## config.mk

```make
export PLATFORM = sky130hd
export DESIGN_NAME = swc_edge
export DESIGN_NICKNAME = d
export VERILOG_FILES = /design/src/hw/rtl/assert_macros.svh /design/src/hw/rtl/swc_pkg.sv /design/src/hw/rtl/swc_edge.sv
export SDC_FILE = /design/constraint.sdc
export NUM_CORES = 2
export LEC_CHECK = 0
export ABC_CLOCK_PERIOD_IN_PS = 11360
export BUFFER_PORTS_ARGS = -buffer_cell sky130_fd_sc_hd__buf_2
export CAP_MARGIN = 20
export CORE_UTILIZATION = 55
export CTS_BUF_LIST = sky130_fd_sc_hd__clkbuf_4
export CTS_CLUSTER_DIAMETER = 60
export DETAILED_ROUTE_END_ITERATION = 7
export PLACE_DENSITY = 0.72
export SETUP_SLACK_MARGIN = 0.4
export SYNTH_ARGS = -nofsm -noshare
export SYNTH_HDL_FRONTEND = slang
export SYNTH_SLANG_ARGS = --single-unit
```

## constraint.sdc

```tcl
create_clock -name i_clk -period 11.36 [get_ports i_clk]
set_clock_uncertainty 0.15 [all_clocks]
set_input_delay 3.408 -clock i_clk [delete_from_list [all_inputs] [get_ports i_clk]]
set_output_delay 3.408 -clock i_clk [all_outputs]
set_load 0.02 [all_outputs]
```

## src/hw/rtl/assert_macros.svh

```systemverilog
// ----------------------------------------------------------------------------
// Assertion macros
// Shared concurrent assertion wrappers for the clipper RTL.
// ----------------------------------------------------------------------------
`ifndef ASSERT_MACROS_SVH
`define ASSERT_MACROS_SVH

// Checked on every rising edge outside reset.
`define SWC_ASSERT_CLK(lbl, prop, msg) \
    lbl: assert property (@(posedge i_clk) disable iff (!i_rst_n) prop) else $error(msg);

// Checked on every rising edge, reset included.
`define SWC_ASSERT_ALWAYS(lbl, prop, msg) \
    lbl: assert property (@(posedge i_clk) prop) else $error(msg);

`endif

```

## src/hw/rtl/swc_pkg.sv

```systemverilog
// ----------------------------------------------------------------------------
// swc_pkg
// Constants, register indexes and helpers of the segment window clipper.
// ----------------------------------------------------------------------------
package swc_pkg;

    localparam int COORD_BITS_DEF = 10;
    localparam int COORD_BITS_MAX = 16;
    localparam int CFG_IDX_BITS   = 3;

    // Configuration register indexes.
    localparam logic [CFG_IDX_BITS-1:0] REG_X_MIN = 3'd0;
    localparam logic [CFG_IDX_BITS-1:0] REG_X_MAX = 3'd1;
    localparam logic [CFG_IDX_BITS-1:0] REG_Y_MIN = 3'd2;
    localparam logic [CFG_IDX_BITS-1:0] REG_Y_MAX = 3'd3;

    // Window register reset values.
    localparam int X_MIN_RST = 150;
    localparam int X_MAX_RST = 250;
    localparam int Y_MIN_RST = 150;
    localparam int Y_MAX_RST = 350;

    // Window edges in visiting order.
    localparam int SIDE_TOP    = 0;
    localparam int SIDE_BOTTOM = 1;
    localparam int SIDE_LEFT   = 2;
    localparam int SIDE_RIGHT  = 3;

    // Window slot order inside the packed window vector.
    localparam int WIN_X_MIN = 0;
    localparam int WIN_X_MAX = 1;
    localparam int WIN_Y_MIN = 2;
    localparam int WIN_Y_MAX = 3;

    typedef logic [COORD_BITS_MAX-1:0] t_coord_max;

    function automatic logic swc_in_window(t_coord_max x, t_coord_max y,
                                           t_coord_max x_min, t_coord_max x_max,
                                           t_coord_max y_min, t_coord_max y_max);
        return (x >= x_min) && (x <= x_max) && (y >= y_min) && (y <= y_max);
    endfunction

endpackage

```

## src/hw/rtl/swc_edge.sv

```systemverilog
// ----------------------------------------------------------------------------
// swc_edge
// Pipelined clip of a segment against one window edge: products, magnitude,
// one quotient bit per stage, then the hit test and endpoint replacement.
// ----------------------------------------------------------------------------
module swc_edge #(
    parameter int COORD_BITS = swc_pkg::COORD_BITS_DEF,
    parameter int SIDE       = swc_pkg::SIDE_TOP
) (
    input  logic                          i_clk,
    input  logic                          i_rst_n,
    input  logic                          i_en,
    input  logic [3:0][COORD_BITS-1:0]    i_win,
    input  logic                          i_valid,
    input  logic [3:0][COORD_BITS-1:0]    i_seg,
    output logic                          o_valid,
    output logic [3:0][COORD_BITS-1:0]    o_seg
);
    import swc_pkg::*;

    localparam int  N     = COORD_BITS;
    localparam bit  HORIZ = (SIDE == SIDE_TOP) || (SIDE == SIDE_BOTTOM);

    typedef logic [N-1:0] t_coord;

    // Edge geometry. The "along" axis runs with the edge, "across" is fixed.
    t_coord w, e_lo, e_hi;
    assign w    = (SIDE == SIDE_TOP)    ? i_win[WIN_Y_MIN] :
                  (SIDE == SIDE_BOTTOM) ? i_win[WIN_Y_MAX] :
                  (SIDE == SIDE_LEFT)   ? i_win[WIN_X_MIN] : i_win[WIN_X_MAX];
    assign e_lo = HORIZ ? i_win[WIN_X_MIN] : i_win[WIN_Y_MIN];
    assign e_hi = HORIZ ? i_win[WIN_X_MAX] : i_win[WIN_Y_MAX];

    // Stage 1: the two cross products and the across distance.
    t_coord a1, c1, a2, c2, n_d;
    logic signed [N:0]     dw1, dw2;
    logic signed [2*N+1:0] n_p1, n_p2;
    assign a1  = HORIZ ? i_seg[0] : i_seg[1];
    assign c1  = HORIZ ? i_seg[1] : i_seg[0];
    assign a2  = HORIZ ? i_seg[2] : i_seg[3];
    assign c2  = HORIZ ? i_seg[3] : i_seg[2];
    assign dw2 = $signed({1'b0, w}) - $signed({1'b0, c2});
    assign dw1 = $signed({1'b0, w}) - $signed({1'b0, c1});
    assign n_p1 = (2*N+2)'($signed({1'b0, a1}) * dw2);
    assign n_p2 = (2*N+2)'($signed({1'b0, a2}) * dw1);
    assign n_d  = (c2 > c1) ? t_coord'(c2 - c1) : t_coord'(c1 - c2);

    logic                   r1_valid;
    logic [3:0][N-1:0]      r1_seg;
    logic signed [2*N+1:0]  r1_p1, r1_p2;
    t_coord                 r1_d;

    always_ff @(posedge i_clk) begin
        if (!i_rst_n) begin
            r1_valid <= 1'b0;
        end else if (i_en) begin
            r1_valid <= i_valid;
        end
        if (i_en) begin
            r1_seg <= i_seg;
            r1_p1  <= n_p1;
            r1_p2  <= n_p2;
            r1_d   <= n_d;
        end
    end

    // Stage 2: numerator magnitude and the quotient range check.
    logic signed [2*N+1:0] diff;
    logic [2*N+1:0]        mag_full;
    logic [2*N:0]          n_mag;
    logic                  n_bad;
    assign diff     = r1_p1 - r1_p2;
    assign mag_full = diff[2*N+1] ? (2*N+2)'(-diff) : (2*N+2)'(diff);
    assign n_mag    = mag_full[2*N:0];
    assign n_bad    = (n_mag[2*N:N] >= {1'b0, r1_d}) || (r1_d == '0) || (e_lo == e_hi);

    logic              r_v   [0:N];
    logic [3:0][N-1:0] r_sg  [0:N];
    logic              r_bad [0:N];
    t_coord            r_d   [0:N];
    t_coord            r_rem [0:N];
    t_coord            r_lo  [0:N];
    t_coord            r_q   [0:N];

    always_ff @(posedge i_clk) begin
        if (!i_rst_n) begin
            r_v[0] <= 1'b0;
        end else if (i_en) begin
            r_v[0] <= r1_valid;
        end
        if (i_en) begin
            r_sg[0]  <= r1_seg;
            r_bad[0] <= n_bad;
            r_d[0]   <= r1_d;
            r_rem[0] <= n_mag[2*N-1:N];
            r_lo[0]  <= n_mag[N-1:0];
            r_q[0]   <= '0;
        end
    end

    // Restoring division, one quotient bit per stage, MSB first.
    for (genvar j = 0; j < N; j++) begin : g_div
        logic [N:0] t;
        logic       ge;
        t_coord     n_rem;
        assign t     = {r_rem[j], r_lo[j][N-1]};
        assign ge    = t >= {1'b0, r_d[j]};
        assign n_rem = ge ? t_coord'(t - {1'b0, r_d[j]}) : t[N-1:0];

        always_ff @(posedge i_clk) begin
            if (!i_rst_n) begin
                r_v[j+1] <= 1'b0;
            end else if (i_en) begin
                r_v[j+1] <= r_v[j];
            end
            if (i_en) begin
                r_sg[j+1]  <= r_sg[j];
                r_bad[j+1] <= r_bad[j];
                r_d[j+1]   <= r_d[j];
                r_rem[j+1] <= n_rem;
                r_lo[j+1]  <= {r_lo[j][N-2:0], 1'b0};
                r_q[j+1]   <= {r_q[j][N-2:0], ge};
            end
        end
    end

    // Final stage: hit test against both bounding boxes, then replace.
    logic [3:0][N-1:0] sg, n_seg;
    t_coord along, fa1, fa2, fc1, fc2, a_min, a_max, c_min, c_max, el_min, el_max;
    t_coord px, py;
    logic   s_in, e_in, hit, beyond, move_start;

    assign sg    = r_sg[N];
    assign along = r_q[N];
    assign fa1   = HORIZ ? sg[0] : sg[1];
    assign fc1   = HORIZ ? sg[1] : sg[0];
    assign fa2   = HORIZ ? sg[2] : sg[3];
    assign fc2   = HORIZ ? sg[3] : sg[2];
    assign a_min  = (fa1 < fa2) ? fa1 : fa2;
    assign a_max  = (fa1 > fa2) ? fa1 : fa2;
    assign c_min  = (fc1 < fc2) ? fc1 : fc2;
    assign c_max  = (fc1 > fc2) ? fc1 : fc2;
    assign el_min = (e_lo < e_hi) ? e_lo : e_hi;
    assign el_max = (e_lo > e_hi) ? e_lo : e_hi;

    assign s_in = swc_in_window(t_coord_max'(sg[0]), t_coord_max'(sg[1]),
                                t_coord_max'(i_win[WIN_X_MIN]),
                                t_coord_max'(i_win[WIN_X_MAX]),
                                t_coord_max'(i_win[WIN_Y_MIN]),
                                t_coord_max'(i_win[WIN_Y_MAX]));
    assign e_in = swc_in_window(t_coord_max'(sg[2]), t_coord_max'(sg[3]),
                                t_coord_max'(i_win[WIN_X_MIN]),
                                t_coord_max'(i_win[WIN_X_MAX]),
                                t_coord_max'(i_win[WIN_Y_MIN]),
                                t_coord_max'(i_win[WIN_Y_MAX]));

    assign hit = !r_bad[N] && (along >= el_min) && (along <= el_max) &&
                 (along >= a_min) && (along <= a_max) && (w >= c_min) && (w <= c_max);

    assign beyond = (SIDE == SIDE_TOP)    ? (sg[1] < i_win[WIN_Y_MIN]) :
                    (SIDE == SIDE_BOTTOM) ? (sg[1] > i_win[WIN_Y_MAX]) :
                    (SIDE == SIDE_LEFT)   ? (sg[0] < i_win[WIN_X_MIN]) :
                                            (sg[0] > i_win[WIN_X_MAX]);
    assign move_start = (!s_in && e_in) ? 1'b1 : (s_in && !e_in) ? 1'b0 : beyond;
    assign px = HORIZ ? along : w;
    assign py = HORIZ ? w : along;

    always_comb begin
        n_seg = sg;
        if (!(s_in && e_in) && hit) begin
            if (move_start) begin
                n_seg[0] = px;
                n_seg[1] = py;
            end else begin
                n_seg[2] = px;
                n_seg[3] = py;
            end
        end
    end

    logic              r_out_valid;
    logic [3:0][N-1:0] r_out_seg;

    always_ff @(posedge i_clk) begin
        if (!i_rst_n) begin
            r_out_valid <= 1'b0;
        end else if (i_en) begin
            r_out_valid <= r_v[N];
        end
        if (i_en) begin
            r_out_seg <= n_seg;
        end
    end

    assign o_valid = r_out_valid;
    assign o_seg   = r_out_seg;

endmodule

```

==> key figures <==
Run status
  • Status: complete, no violations

CTS
  • CTS tree: built
  • CTS max path bufs: 3
  • H-tree depth: 4
  • Cts bufs inserted: 217
  • Sink Count: 908
  • Root Buffer: clkbuf_4
  • Worst skew pair latency: between 1 and 1.5 ns
  • Post-CTS sizing: 0
  • Post-CTS Setup Bufs: 0
  • Cts hold-fix bufs: 0
  • CTS clk-pin slew, worst paths: 0.06 ns

Setup path
  • Crit-path leading delay family: adder cells
  • Worst-case reg-to-reg path depth: 24
  • Crit-path max FO: 10
  • Setup Crit Path Kind: input port to flop
  • Arr. time, crit path: around 11 ns
  • RR Startpoint: r_sg[10][1]
  • WP depth: 29
  • Critical path's slowest cell: xor2_1
  • Setup crit end: r1_p1[21]
  • Required time worst endpoint: roughly 12 ns
  • CP endpoint kind: flop
  • Reg2Reg Capture Point: o_seg[24]
  • Crit path largest cell delay: 0.61 ns
  • CP dominant cell by count: fa_1
  • CP startpoint kind: input port
  • Worst setup path startpoint: i_win[20]
  • Crit path buf inv count: 5
  • Worst reg-to-reg setup slack: ~4.8 ns

STA
  • Worst-Margin Slew: approximately 1.1 ns
  • RSZ-0062 raised after global routing: false
  • Max-slew violation count: 0
  • Fin crit share: 0.8965
  • Setup TNS: 0 ns
  • Final Hold Viols: 0
  • Final setup violation count: 0
  • Fmax: 0.09820 GHz
  • Slew margin rel.: 0.2990
  • Final min period: about 10 ns

Routing
  • Routed WL: 91050 um
  • Iteration-0 DRC Markers: around 1500
  • Drt first pass iters: 5
  • Remaining DRCs: 0
  • Vias per inst: 5.290
  • Post-route antenna net violation count: 0
  • Via Count: between 20000 and 30000
  • Routed length per instance: between 15 and 20 um

Synthesis
  • Cell variety after synth: 90
  • Cells after Synth: roughly 3700
  • Yosys warns: 0
  • EDFF count, synth: slightly above 900
  • Seq cells post-synth: a little over 900
  • Seq/Total Area, Yosys: 0.5580
  • Mean Syn Cell Area: 13.24 um^2
  • Dominant synthesized flop cell: edfxtp_1
  • Post-synthesis async set-or-reset flop share: 0
  • Net count after synthesis: roughly 4400
  • Cell Area, Synth: between 40000 and 50000 um^2

Power
  • Net Sw Frac: 0.3667
  • Cell Int Power: 8.967 mW
  • Peak supply drop: around 0.00025 V
  • Pwr/cell area: about 260 nW/um^2
  • Lkg Pwr: 23.06 nW
  • Logic gate share of total power: 0.473
  • Clk pwr share: 0.185
  • Sequential share of power: 0.342
  • Sw power: just over 5 mW
  • Total power: 14.16 mW

Global route
  • Pin count of the biggest net entering global routing: 187
  • Initial antenna violation count: 8
  • Global routing usage on met3: 0.04321
  • GR met2 Demand/Resource: 0.3585
  • Total track usage: 0.2086
  • Global route overflow: 0
  • GRT Max-Usage Layer: met2
  • First-pass GRT wire length: 146700 um
  • Vias in the first global route: about 29000
  • Met1 usage: 0.2596

Die
  • Row count: ~110
  • Die ar.: around 90000 um^2
  • IO Count: ~130
  • Core area: just under 90000 um^2
  • Die width: about 300 um
  • Die Y: ~300 um
  • Initial Util: 0.5592

Finish
  • Layout cells sized above 1: 0.1491
  • Final core utilization: 0.6162
  • Commonest non-fill, non-tap cell in the layout: edfxtp_1
  • Highest-count cells in the layout ignoring fill and taps: 905 x edfxtp_1, 537 x inv_1, 483 x ha_1, 307 x clkbuf_4, 192 x nand2_1
  • P&R area growth vs syn: 10.20%
  • # nets final: around 4700

Placed design
  • Hpwl dp: 67690 um
  • Number of port buffers: about 120
  • RD Place Congestion: between 0.9 and 1

Flow run
  • # Max-Cap Violations: 0

Hold path
  • Hold Crit Class: flop to flop
==> sequential cells by signal (all words and copies together), names as in the netlist <==
register,count
r_sg,440
r_d,100
r_rem,100
r_lo,55
r_q,55
o_seg,40
r1_seg,40
r1_p1,22
r1_p2,22
r_bad,11
r_v,11
r1_d,10
o_valid,1
r1_valid,1
==> per-stage QoR <==
step / cell area [um^2] / cells / setup WS [ns] / hold slack (ns)
6_report: 53790 / 5343 / 1.176 / 0.2443
5_1_grt: 53780 / 5338 / 0.6785 / 0.2376
4_1_cts: 53770 / 5333 / 1.311 / 0.2300
3_5_place_dp: 50900 / 4937 / 0.1536 / 0.2545
3_3_place_gp: 50900 / 4937 / 0.3173 / 0.2502
2_1_floorplan: 48810 / 3686 / 0.9080 / 0.2503
==> metal layers <==
| layer | part of all wire | up-vias | wire (um) |
|---|---|---|---|
| li1 | - | 13929 | - |
| met1 | 0.43 | 13560 | 38930 |
| met2 | 0.50 | 626 | 45560 |
| met3 | 0.048 | 147 | 4330 |
| met4 | 0.024 | 4 | 2200 |
| met5 | 0.00030 | - | 27 |
==> worst min path at each step <==
stage / slack [ns] / cells after the start / start / end
6_report: 0.24 / 0 / r_sg[3][35] / r_sg[4][35]
5_1_grt: 0.24 / 0 / r_sg[3][35] / r_sg[4][35]
4_1_cts: 0.23 / 0 / r_sg[3][35] / r_sg[4][35]
3_5_place_dp: 0.25 / 0 / r_bad[7] / r_bad[8]
3_3_place_gp: 0.25 / 0 / r_bad[7] / r_bad[8]
2_1_floorplan: 0.25 / 0 / r_bad[9] / r_bad[10]
==> kinds of logic after synthesis <==
group | synth area share
adder cells (fa/ha/maj) | 0.1886
XOR/XNOR | 0.02184
buffers and inverters | 0.04673
AND/OR/NAND/NOR | 0.07641
AO/OA/AOI/OAI | 0.07000
flip-flops | 0.5580
multiplexers | 0.03847
==> synth_stat cells (4+ instances only) <==
cell	count	area, um^2
a21oi_2	5	43.79
a211oi_1	12	90.09
a221oi_1	13	113.9
buf_2	22	110.1
nand4_1	50	312.8
o211a_1	6	60.06
nand2b_1	31	193.9
and3_1	19	118.9
o31ai_1	17	127.6
xnor2_1	75	656.9
o21a_1	26	195.2
and2_1	99	619.3
a311o_1	10	100.1
inv_1	537	2016
o21ai_1	9	45.04
nor2_1	156	585.6
nor3_1	24	120.1
or2_2	8	50.05
edfxtp_1	905	27180
mux2i_1	83	830.8
a21o_1	64	480.5
nor2b_1	89	556.8
o21ai_0	114	570.6
xor2_1	43	376.6
a21oi_1	136	680.7
a2111oi_0	6	52.55
o41ai_1	4	35.03
fa_1	158	3163
nand2_1	192	720.7
o211ai_1	14	105.1
nand3_1	24	120.1
mux2_2	90	1013
a21boi_0	29	217.7
ha_1	483	6043
or3_1	5	31.28
nor4_1	12	75.07
clkbuf_1	34	127.6
a31oi_1	6	37.54
==> worst reg2reg max path: cells and delay by family (launching register included) <==
kind | cells | cell delay (ns)
AOI/OAI and AO/OA | 15 | 3.15
adders and majority gates | 2 | 0.65
buffers and inverters | 2 | 0.63
and+or+nand+nor | 3 | 0.62
DFF | 1 | 0.57
muxes | 2 | 0.53
==> power by group through the flow <==
| stage | clock [mW] | combinational [mW] | sequential, mW |
|---|---|---|---|
| floorplan | 0 | 5.26 | 4.81 |
| global placement | 0 | 6.58 | 4.91 |
| detailed placement | 0 | 6.70 | 4.92 |
| CTS | 2.73 | 6.77 | 4.86 |
| global route | 2.90 | 7.68 | 4.89 |
| finish | 2.62 | 6.69 | 4.85 |
==> area by class of cell <==
cell class	count	area (um^2)
diodes	10	25.02
clock buffers	307	2305
clock inverters	89	563.0
fillers	6893	33500
inverters	537	2016
multi-input cells	2182	19300
flip-flops and latches	908	27240
well taps	1155	1445
repair buffers	155	900.9
(Power assumes the default switching activity.)
